`config.mk`:
```
export PLATFORM = sky130hd
export DESIGN_NAME = button_click_event_detector_core
export DESIGN_NICKNAME = d
export VERILOG_FILES = /design/src/rtl/core/bcd_pkg.sv /design/src/rtl/core/bcd_lane.sv /design/src/rtl/core/bcd_merge.sv /design/src/rtl/core/button_click_event_detector_core.sv
export SDC_FILE = /design/constraint.sdc
export NUM_CORES = 1
export LEC_CHECK = 0
export BUFFER_PORTS_ARGS = -buffer_cell sky130_fd_sc_hd__buf_4
export CAP_MARGIN = 20
export CORE_AREA = 2 2 271 139
export CTS_CLUSTER_SIZE = 40
export DETAILED_ROUTE_END_ITERATION = 8
export DIE_AREA = 0 0 273 141
export PLACE_DENSITY_LB_ADDON = 0.12
export SYNTH_ARGS = -nofsm -noshare
export SYNTH_HDL_FRONTEND = slang
export SYNTH_HIERARCHICAL = 1
export SYNTH_SLANG_ARGS = --single-unit
```
`constraint.sdc`:
```
create_clock -name clk -period 6.4 [get_ports clk]
set_clock_uncertainty 0.05 [all_clocks]
set_input_delay 1.28 -clock clk [delete_from_list [all_inputs] [get_ports clk]]
set_output_delay 1.28 -clock clk [all_outputs]
set_load 0.03 [all_outputs]
```
`src/rtl/core/bcd_pkg.sv`:
```
`timescale 1ns / 1ps
// ----------------------------------------------------------------------------
// bcd_pkg: shared types and constants for the button click event detector
// Field widths, phase and event codes, register map and reset values.
// ----------------------------------------------------------------------------
package bcd_pkg;

  localparam int MASK_W   = 3;   // pressed_mask width
  localparam int KEY_W    = 2;   // event_key width
  localparam int KIND_W   = 2;   // event_kind width
  localparam int TICK_W   = 16;  // per-key tick timer and thresholds
  localparam int PHASE_W  = 3;
  localparam int ADDR_W   = 4;   // three registers at byte offsets 0, 4, 8
  localparam int REG_IDX_W = 2;
  localparam int DATA_W   = 32;

  // Key phases
  localparam logic [PHASE_W-1:0] PH_IDLE     = 3'd0;
  localparam logic [PHASE_W-1:0] PH_DEBOUNCE = 3'd1;
  localparam logic [PHASE_W-1:0] PH_PRESSED  = 3'd2;
  localparam logic [PHASE_W-1:0] PH_WAITING  = 3'd3;
  localparam logic [PHASE_W-1:0] PH_LONG     = 3'd4;

  // Event kinds
  localparam logic [KIND_W-1:0] EV_SINGLE = 2'd0;
  localparam logic [KIND_W-1:0] EV_DOUBLE = 2'd1;
  localparam logic [KIND_W-1:0] EV_LONG   = 2'd2;

  // Register indexes (byte address / 4)
  localparam logic [REG_IDX_W-1:0] REG_DEBOUNCE = 2'd0;
  localparam logic [REG_IDX_W-1:0] REG_LONG     = 2'd1;
  localparam logic [REG_IDX_W-1:0] REG_DBL_WIN  = 2'd2;

  localparam logic [TICK_W-1:0] RST_DEBOUNCE = 16'd2;
  localparam logic [TICK_W-1:0] RST_LONG     = 16'd100;
  localparam logic [TICK_W-1:0] RST_DBL_WIN  = 16'd30;

  typedef struct packed {
    logic [TICK_W-1:0] debounce;
    logic [TICK_W-1:0] long_press;
    logic [TICK_W-1:0] dbl_window;
  } cfg_t;

  typedef struct packed {
    logic              fired;
    logic [KIND_W-1:0] kind;
  } lane_res_t;

  // Packed so that present is bit 0, key bits 2:1, kind bits 4:3
  typedef struct packed {
    logic [KIND_W-1:0] kind;
    logic [KEY_W-1:0]  key;
    logic              present;
  } evt_t;

endpackage

```
`src/rtl/core/bcd_lane.sv`:
```
`timescale 1ns / 1ps
// ----------------------------------------------------------------------------
// bcd_lane: per-key click state machine
// Debounce, press, second-press wait and long-press tracking for one key.
// ----------------------------------------------------------------------------
module bcd_lane
  import bcd_pkg::*;
(
  input  logic      clk,
  input  logic      rst_n,
  input  logic      advance,   // one tick taken this cycle
  input  logic      down,
  input  cfg_t      cfg,
  output lane_res_t res        // event of the current tick, valid with advance
);

  logic [PHASE_W-1:0] phase_r, phase_nxt;
  logic [TICK_W-1:0]  ticks_r, ticks_nxt;
  logic               dbl_r, dbl_nxt;
  logic               long_r, long_nxt;
  logic [TICK_W-1:0]  t;

  always_comb begin
    phase_nxt = phase_r;
    dbl_nxt   = dbl_r;
    long_nxt  = long_r;
    t         = ticks_r;
    res       = '0;
    case (phase_r)
      PH_IDLE: begin
        if (down) begin
          phase_nxt = PH_DEBOUNCE;
          dbl_nxt   = 1'b0;
        end
        t = '0;
      end
      PH_DEBOUNCE: begin
        if (ticks_r >= cfg.debounce) begin
          if (down) begin
            phase_nxt = PH_PRESSED;
            t         = '0;
            long_nxt  = 1'b0;
          end else begin
            phase_nxt = PH_IDLE;
          end
        end
      end
      PH_PRESSED: begin
        if (!down) begin
          phase_nxt = PH_WAITING;
          t         = '0;
        end else if (ticks_r >= cfg.long_press) begin
          if (!long_r) begin
            res.fired = 1'b1;
            res.kind  = EV_LONG;
            long_nxt  = 1'b1;
          end
          phase_nxt = PH_LONG;
        end
      end
      PH_WAITING: begin
        if (down) begin
          if (ticks_r >= cfg.debounce) begin
            res.fired = 1'b1;
            res.kind  = EV_DOUBLE;
            dbl_nxt   = 1'b1;
            phase_nxt = PH_DEBOUNCE;
          end
        end else if (ticks_r >= cfg.dbl_window) begin
          if (!dbl_r) begin
            res.fired = 1'b1;
            res.kind  = EV_SINGLE;
          end
          phase_nxt = PH_IDLE;
        end
      end
      PH_LONG: begin
        if (!down) begin
          phase_nxt = PH_IDLE;
          long_nxt  = 1'b0;
        end
      end
      default: begin
        phase_nxt = PH_IDLE;
        t         = '0;
      end
    endcase
    ticks_nxt = t + 1'b1;  // wraps at the timer width
  end

  always_ff @(posedge clk) begin
    if (!rst_n) begin
      phase_r <= PH_IDLE;
      ticks_r <= '0;
      dbl_r   <= 1'b0;
      long_r  <= 1'b0;
    end else if (advance) begin
      phase_r <= phase_nxt;
      ticks_r <= ticks_nxt;
      dbl_r   <= dbl_nxt;
      long_r  <= long_nxt;
    end
  end

endmodule

```
`src/rtl/core/bcd_merge.sv`:
```
`timescale 1ns / 1ps
// ----------------------------------------------------------------------------
// bcd_merge: event merge across key lanes
// Report the highest-numbered lane that fired; all zeros when none did.
// ----------------------------------------------------------------------------
module bcd_merge
  import bcd_pkg::*;
#(
  parameter int NUM_KEYS = 3
) (
  input  lane_res_t res [NUM_KEYS],
  output evt_t      evt
);

  always_comb begin
    evt = '0;
    for (int k = 0; k < NUM_KEYS; k++) begin
      if (res[k].fired) begin
        evt.present = 1'b1;
        evt.key     = KEY_W'(k);   // keep the low key bits
        evt.kind    = res[k].kind;
      end
    end
  end

endmodule

```
`src/rtl/core/button_click_event_detector_core.sv`:
```
`timescale 1ns / 1ps
// ----------------------------------------------------------------------------
// button_click_event_detector_core: single / double / long press detector
// Per-key debounce and click classification with one event word per tick.
// ----------------------------------------------------------------------------
// Each input word is one tick and carries one pressed bit per key. Every key
// has its own lane (a five-phase state machine with a 16-bit wrapping tick
// timer and double/long flags); all lanes step together on the accepted
// word, and a merge stage picks the highest-numbered key that fired. Exactly
// one result word leaves per tick: event_present, event_key and event_kind,
// all zero when no key fired. Throughput is one tick per clock while the
// output register can take a word; that register holds the result word. A
// new tick is taken while that register is empty or is being drained the
// same cycle. Thresholds sit in three APB registers (debounce at 0x0, long
// press at 0x4, double-click window at 0x8, low 16 bits used); write them
// only while no tick is in flight. Keys beyond the three mask bits never
// see a press, and key indexes wrap to two bits.
// ----------------------------------------------------------------------------
module button_click_event_detector_core
  import bcd_pkg::*;
#(
  parameter int NUM_KEYS = 3
) (
  input  logic              clk,
  input  logic              rst_n,
  // Input tick stream
  input  logic              in_tvalid,
  output logic              in_tready,
  input  logic [7:0]        in_tdata,     // [2:0] pressed_mask, [7:3] zero
  // Result stream
  output logic              out_tvalid,
  input  logic              out_tready,
  output logic [7:0]        out_tdata,    // [0] event_present, [2:1] event_key,
                                          // [4:3] event_kind, [7:5] zero
  // Configuration port
  input  logic              cfg_psel,
  input  logic              cfg_penable,
  input  logic              cfg_pwrite,
  input  logic [ADDR_W-1:0] cfg_paddr,
  input  logic [DATA_W-1:0] cfg_pwdata,
  output logic [DATA_W-1:0] cfg_prdata,
  output logic              cfg_pready
);

  // --------------------------------------------------------------------------
  // Configuration registers
  // --------------------------------------------------------------------------
  cfg_t                 cfg_r;
  logic                 cfg_wr;
  logic [REG_IDX_W-1:0] cfg_idx;

  assign cfg_pready = 1'b1;
  assign cfg_idx    = cfg_paddr[ADDR_W-1:2];
  assign cfg_wr     = cfg_psel & cfg_penable & cfg_pwrite & cfg_pready;

  always_ff @(posedge clk) begin
    if (!rst_n) begin
      cfg_r.debounce   <= RST_DEBOUNCE;
      cfg_r.long_press <= RST_LONG;
      cfg_r.dbl_window <= RST_DBL_WIN;
    end else if (cfg_wr) begin
      case (cfg_idx)
        REG_DEBOUNCE: cfg_r.debounce   <= cfg_pwdata[TICK_W-1:0];
        REG_LONG:     cfg_r.long_press <= cfg_pwdata[TICK_W-1:0];
        REG_DBL_WIN:  cfg_r.dbl_window <= cfg_pwdata[TICK_W-1:0];
        default: ;    // drop writes past the register list
      endcase
    end
  end

  always_comb begin
    case (cfg_idx)
      REG_DEBOUNCE: cfg_prdata = DATA_W'(cfg_r.debounce);
      REG_LONG:     cfg_prdata = DATA_W'(cfg_r.long_press);
      REG_DBL_WIN:  cfg_prdata = DATA_W'(cfg_r.dbl_window);
      default:      cfg_prdata = '0;
    endcase
  end

  // --------------------------------------------------------------------------
  // Handshake: advance the lanes whenever the output register can take a word
  // --------------------------------------------------------------------------
  logic out_valid_r;
  evt_t out_evt_r;
  logic in_take;

  assign in_tready = !out_valid_r || out_tready;
  assign in_take   = in_tvalid && in_tready;

  // --------------------------------------------------------------------------
  // Key lanes
  // --------------------------------------------------------------------------
  lane_res_t lane_res [NUM_KEYS];
  logic [NUM_KEYS-1:0] key_down;

  for (genvar k = 0; k < NUM_KEYS; k++) begin : g_lane
    if (k < MASK_W) begin : g_wired
      assign key_down[k] = in_tdata[k];
    end else begin : g_absent
      assign key_down[k] = 1'b0;   // no mask bit for this key
    end

    bcd_lane u_lane (
      .clk     (clk),
      .rst_n   (rst_n),
      .advance (in_take),
      .down    (key_down[k]),
      .cfg     (cfg_r),
      .res     (lane_res[k])
    );
  end

  // --------------------------------------------------------------------------
  // Merge and output register
  // --------------------------------------------------------------------------
  evt_t merged;

  bcd_merge #(
    .NUM_KEYS (NUM_KEYS)
  ) u_merge (
    .res (lane_res),
    .evt (merged)
  );

  always_ff @(posedge clk) begin
    if (!rst_n) begin
      out_valid_r <= 1'b0;
    end else if (in_take) begin
      out_valid_r <= 1'b1;
    end else if (out_tready) begin
      out_valid_r <= 1'b0;
    end
  end

  always_ff @(posedge clk) begin
    if (in_take) begin
      out_evt_r <= merged;
    end
  end

  assign out_tvalid = out_valid_r;
  assign out_tdata  = {3'b000, out_evt_r};

  // --------------------------------------------------------------------------
  // Assertions
  // --------------------------------------------------------------------------
  a_quiet_word_zero: assert property (@(posedge clk) disable iff (!rst_n)
    out_valid_r && !out_evt_r.present |-> out_evt_r.key == '0 && out_evt_r.kind == '0)
    else $error("event word without event carries nonzero key or kind");

  a_kind_legal: assert property (@(posedge clk) disable iff (!rst_n)
    out_valid_r |-> out_evt_r.kind == EV_SINGLE || out_evt_r.kind == EV_DOUBLE ||
                    out_evt_r.kind == EV_LONG)
    else $error("unknown event kind on output");

  a_stall_only_when_full: assert property (@(posedge clk) disable iff (!rst_n)
    !in_tready |-> out_valid_r && !out_tready)
    else $error("input stalled with room in the output register");

  a_take_fills_output: assert property (@(posedge clk) disable iff (!rst_n)
    in_take |=> out_valid_r)
    else $error("accepted tick did not produce a result word");

endmodule
```
==> results of run 1 <==
## power groups by stage
stage	Sequential [mW]	Clock (mW)	Combinational [mW]
final	0.774	0.979	0.281
after global routing	0.777	1.03	0.310
after CTS	0.773	1.01	0.279
after detailed placement	0.790	0	0.277
after global placement	0.790	0	0.277
after floorplan	0.775	0	0.219
## through the flow
| stage | total power, mW | hold slack [ps] |
|---|---|---|
| finish | 2.03 | 415 |
| global route | 2.12 | 435 |
| CTS | 2.06 | 419 |
| detailed placement | 1.07 | 410 |
| global placement | 1.07 | 400 |
| floorplan | 0.994 | 383 |
## worst reg2reg max path, delay by kind of cell, from the launching register on
family | cells | cell delay [ps]
AND/OR/NAND/NOR | 6 | 1920
AO/OA/AOI/OAI | 7 | 1300
flip-flops | 1 | 630
adder cells (fa/ha/maj) | 2 | 550
buffers and inverters | 1 | 220
## cell usage after synthesis, drive strengths merged (19+ instances only)
cell | count | area (sq um)
a21oi | 75 | 402
a31oi | 19 | 119
buf | 51 | 355
clkbuf | 28 | 115
dfxtp | 112 | 2240
ha | 147 | 1840
inv | 157 | 589
mux2i | 71 | 711
nand2 | 155 | 584
nand3 | 37 | 200
nand4 | 19 | 119
nor2 | 54 | 208
nor2b | 22 | 138
nor3 | 36 | 191
o211ai | 21 | 158
o21ai | 64 | 328
## state kept, by name, summed over array words and instances (netlist names)
register               count
g_lane.u_lane/dbl_r        3
g_lane.u_lane/phase_r      9
g_lane.u_lane/long_r       3
out_tdata                  5
g_lane.u_lane/ticks_r     48
out_tvalid                 1
cfg_r                     48
## final cells by class
| class | count | area share (%) |
|---|---|---|
| well taps | 494 | 5.33 |
| clock inverters | 13 | 1.14 |
| clock buffers | 19 | 3.82 |
| inverters | 158 | 5.12 |
| flip-flops and latches | 117 | 20.6 |
| multi-input cells | 966 | 60.0 |
| repair buffers | 61 | 3.95 |
## logic make-up (layout without fill, tap and decap cells)
family	count (synthesis)	after routing	synth area share [%]
compound gates	313	313	21.3
xor+xnor	4	4	0.339
fa+ha+maj	147	147	17.8
simple gates	411	411	20.2
mux	71	71	6.87
flops	117	117	23.1
other cells	2	20	0.0726
buf+inv	237	251	10.3
## metal layers
layer  up-vias  part of all wire [%]  global-route usage, %
met5         -                     0                      0
met3        14                   6.1                   4.00
met2       240                    35                   22.5
met4         0                  0.62                   3.45
met1      4439                    58                   31.7
li1       4660                     -                      -
## how the worst max path moves through the flow
stage	startpoint	end	slack, ps	cells after the start
final	g_lane[2].u_lane/ticks_r[7]	g_lane[2].u_lane/ticks_r[14]	1610	16
after global routing	cfg_r[34]	g_lane[2].u_lane/ticks_r[14]	1330	17
after CTS	cfg_r[34]	g_lane[2].u_lane/ticks_r[14]	1800	17
after detailed placement	cfg_r[34]	g_lane[2].u_lane/ticks_r[14]	1810	17
after global placement	cfg_r[34]	g_lane[2].u_lane/ticks_r[14]	1850	17
after floorplan	cfg_paddr[2]	cfg_prdata[10]	2600	4
==> metrics.cfg, run 1 <==
[outcome]
outcome=finished, final reports clean

[power_and_ir_drop]
internal-power_mw=1.42
clockPowerShare_pct=48.1
switching_share_pct=30.2
power_density_nw_per_um2=176
p_comb_share_pct=13.8
switchingPower_mw=0.615
seqPwrFrac_pct=38.1
p_leak_nw=4.84
vdd_drop_max_v=0.000105

[place]
dp.cells=1795
place_area_sq_um=11000
dpl_worst_slack_ps=1810
globalplace.congestion=0.803
portBuffers=50
place_hpwl_um=27200

[sta]
finalHoldViolations=0
slew_viol_final=0
slew_headroom_pct=35.6
max_freq_mhz=209
min_period_over_period_pct=74.9
tightestPinTransition_ps=963
finalWorstSetupSlack_ps=1610
rsz0062_at_grt=no
setup_viol=0
finalSetupTns_ps=0
post-route-min-period_ps=4790

[clock_tree]
cts_tree=built
clk_pin_slew_worst_paths_ps=60
holdBufCountCts=0
cts_made_buffers=17
ctsResizeCount=0
clock_path_buffers=2
clock_latency_ps=440
htreeDepth=4
post_cts_buffers=0
clock-root-buffer=clkbuf_16
cts_num_sinks=117

[route]
vias_per_cell=5.12
firstDrtPassIters=6
postRouteAntennaNets=0
routedWlPerCell_um=19.5
drc=0
drt_iter0_drc=1007
vias=9353
wl_um=35600

[layout]
seq_area_sq_um=2390
diodes=0
syn_to_final_growth_pct=12.1
final_cell_mix=inv_1, nand2_1, ha_1
fin_cells=1828
multi_input_area_sq_um=6950
stdcell_area_sq_um=11600
drive_above_1_share_pct=9.90
final_common_cell=inv_1
nFillCells=3877
nets=1519
fin_util_pct=31.7

[worst_setup_path]
r2r_end=g_lane[2].u_lane/ticks_r[14]
critPathSlowestCell=nor3_1
critical_path.cell_chain=ha_1, a21oi_1, o21ai_0, a41oi_2, o41ai_4, buf_4, a21oi_2, and2_1, ha_1, nand3_1, nor3_1, and3_1, nand3_1, or2_0, a21oi_1, o22ai_1
worstSetupStartpointType=register
cp_data_arrival_time_ps=5060
criticalPathCategory=register to register
reg2reg_slack_ps=1610
critical_path.top_delay_family=simple AND/OR/NAND/NOR gates
reg2reg_from=g_lane[2].u_lane/ticks_r[7]
critPathBufInv=1
worst-path-max-fanout=12
critical_path_required_ps=6660
critPathMaxStageDelay_ps=810
crit_path_end_kind=register
r2r_cells=16

[synthesis]
syn-cell-area_sq_um=10300
seq_area_frac_synth_pct=23.1
synth_edf_count=5
synth_cell_types=84
avgSynthCellArea_sq_um=7.94
async_reset_ff_share_pct=0
syn_inst=1302
yosys_warnings=6
ys_ff_latch=117
synth_ff_type=dfxtp_1

[die]
start_util_pct=28.3
die-width_um=273
die_h_um=141
num_rows=50
dieArea_sq_um=38500
core_sq_um=36500
ios=94

[worst_hold_path]
hold_depth=2
holdPathEnd=g_lane[0].u_lane/dbl_r
holdCritPathClass=register to register
min_from=g_lane[0].u_lane/dbl_r

[grt]
antenna_found_initial=0
grt_use_total_pct=18.7
grt_pass1_wl_um=53700
overflow=0
grt_max_degree=57
grt_pass1_vias=8322

[job]
drv_cap=0

Power figures use the tool's default switching activity.
==> run 2, diff against run 1 <==
- clock period: 6.4 -> 4.17 ns (I/O delays scaled with it)
==> run 2 against run 1 <==
First-iteration DRC count shrank 10%. Final area grew 4.1%. Count of clock-buffer cells in the layout grew 1. Non-clock buffer count grew 56. Highest routed layer unchanged. Final cell count grew 3.1%. Clock power grew 68%. Via count grew 2.7%. Sequential share of layout area shrank 0.82 points. Maximum frequency grew 27%. Worst setup slack lost 1200 ps.
==> metrics.cfg, run 2 (synthesis gave the netlist of run 1 again) <==
[die]
dieArea_sq_um=38500  ; unchanged
start_util_pct=28.3  ; unchanged
num_rows=50  ; unchanged
die-width_um=273  ; unchanged
die_h_um=141  ; unchanged
core_sq_um=36500  ; unchanged
ios=94  ; unchanged

[clock_tree]
clk_pin_slew_worst_paths_ps=60  ; about the same
clock_path_buffers=2  ; unchanged
holdBufCountCts=0  ; unchanged
post_cts_buffers=0  ; unchanged
ctsResizeCount=0  ; unchanged
htreeDepth=4  ; unchanged
cts_num_sinks=117  ; unchanged
clock-root-buffer=clkbuf_16  ; unchanged
clock_latency_ps=450  ; was 440 ps
cts_tree=built  ; unchanged
cts_made_buffers=17  ; unchanged

[power_and_ir_drop]
power.total_mw=3.29  ; was 2.03 mW
vdd_drop_max_v=0.000158  ; was 0.000105 V
p_leak_nw=5.16  ; was 4.84 nW
power_density_nw_per_um2=272  ; was 176 nW/um^2

[route]
wl_met1_um=22200  ; was 20800 um
drc=0  ; unchanged
wl_um=38200  ; was 35600 um
vias=9604  ; was 9353
vias_per_cell=5.10  ; was 5.12
routedWlPerCell_um=20.3  ; was 19.5 um
postRouteAntennaNets=0  ; unchanged
drt_iter0_drc=906  ; was 1007
highest_layer=met4  ; unchanged
wl_met2_um=13100  ; was 12400 um
met3_length_um=2490  ; was 2170 um
firstDrtPassIters=5  ; was 6

[layout]
fin_util_pct=33.0  ; was 31.7%
final_common_cell=inv_1  ; unchanged
reg_top3=cfg_r: 48 flops, g_lane.u_lane/ticks_r: 48 flops, g_lane.u_lane/phase_r: 9 flops  ; unchanged
stdcell_area_sq_um=12100  ; was 11600 sq um
final_cell_mix=inv_1, nand2_1, ha_1  ; unchanged
syn_to_final_growth_pct=16.7  ; was 12.1%
fin_cells=1884  ; was 1828
diodes=0  ; unchanged
nets=1575  ; was 1519
drive_above_1_share_pct=13.5  ; was 9.90%

[sta]
finalHoldViolations=0  ; unchanged
finalSetupTns_ps=0  ; unchanged
slew_viol_final=0  ; unchanged
finalWorstSetupSlack_ps=408  ; was 1610 ps
post-route-min-period_ps=3760  ; was 4790 ps
rsz0062_at_grt=no  ; unchanged
fin_hold_ws_ps=409  ; was 415 ps
min_period_over_period_pct=90.2  ; was 74.9%
tightestPinTransition_ps=1040  ; was 963 ps
slew_headroom_pct=30.4  ; was 35.6%
setup_viol=0  ; unchanged
max_freq_mhz=266  ; was 209 MHz

[worst_setup_path]
worstSetupStartpointType=register  ; unchanged
reg2reg_from=cfg_r[41]  ; was g_lane[2].u_lane/ticks_r[7]
reg2reg_slack_ps=410  ; was 1610 ps
criticalPathCategory=register to register  ; unchanged
crit_path_end_kind=register  ; unchanged
r2r_cells=16  ; unchanged
cp_data_arrival_time_ps=4090  ; was 5060 ps
r2r_end=g_lane[0].u_lane/ticks_r[12]  ; was g_lane[2].u_lane/ticks_r[14]
worst-path-max-fanout=6  ; was 12
critical_path_required_ps=4500  ; was 6660 ps

[outcome]
outcome=finished, final reports clean  ; unchanged

[grt]
grt_max_degree=49  ; was 57
grt_use_total_pct=20.1  ; was 18.7%
grt_pass1_vias=8782  ; was 8322
antenna_found_initial=0  ; unchanged
overflow=0  ; unchanged
grt_pass1_wl_um=57200  ; was 53700 um

[place]
place_area_sq_um=11400  ; was 11000 sq um
dpl_worst_slack_ps=485  ; was 1810 ps
place_hpwl_um=29800  ; was 27200 um
globalplace.congestion=0.880  ; was 0.803
portBuffers=50  ; unchanged
dp.cells=1852  ; was 1795

[worst_hold_path]
min_from=g_lane[0].u_lane/dbl_r  ; unchanged
hold_depth=2  ; unchanged
holdPathEnd=g_lane[0].u_lane/dbl_r  ; unchanged
holdCritPathClass=register to register  ; unchanged

[job]
drv_cap=0  ; unchanged

==> run 2: cell count changes in the layout (fill, tap and decap cells not counted), sizes merged <==
cell / change
buf: +56
bufinv: +1
clkbuf: +1
clkinv: -4
inv: +2
==> run 2: worst max-delay path by stage <==
stage	from	endpoint
after CTS	cfg_r[47]	g_lane[2].u_lane/ticks_r[14]
after global routing	cfg_r[47]	g_lane[2].u_lane/ticks_r[14]
after global placement	cfg_r[47]	g_lane[2].u_lane/ticks_r[14]
after floorplan	cfg_r[34]	g_lane[2].u_lane/ticks_r[14]
after detailed placement	cfg_r[47]	g_lane[2].u_lane/ticks_r[14]
final	cfg_r[41]	g_lane[0].u_lane/ticks_r[12]
==> run 2: area by class of cell <==
type	count	area (sq um)
fill	3932	24500
multi-input combinational	966	6950
sequential	117	2390
timing repair buffer	117	878
tap	494	618
inverter	158	593
clock buffer	20	468
clock inverter	12	166
==> run 2: where the power goes <==
part	internal (mW)	switching, mW	total (mW)	leakage (nW)
Combinational	0.158	0.304	0.461	3.90
Sequential	1.14	0.0421	1.19	0.956
Clock	1.00	0.638	1.64	0.303
==> run 2: layer usage <==
layer,vias up,track usage (%)
met5,-,0
met4,0,4.92
met3,34,4.65
met2,273,23.6
met1,4530,34.0
li1,4767,-
==> run 2: worst max-delay path: stages, from the launching register on <==
cell and delay (ps):
dfxtp_1 390, buf_4 170, inv_1 70, ha_1 320, a21oi_2 150, o21ai_2 100
a2111oi_4 390, o21a_4 240, or2_1 130, and2_1 130, ha_1 220, and3_1 220
and3_2 270, nand3_2 130, or3_1 310, a2bb2o_2 250, a21oi_2 120
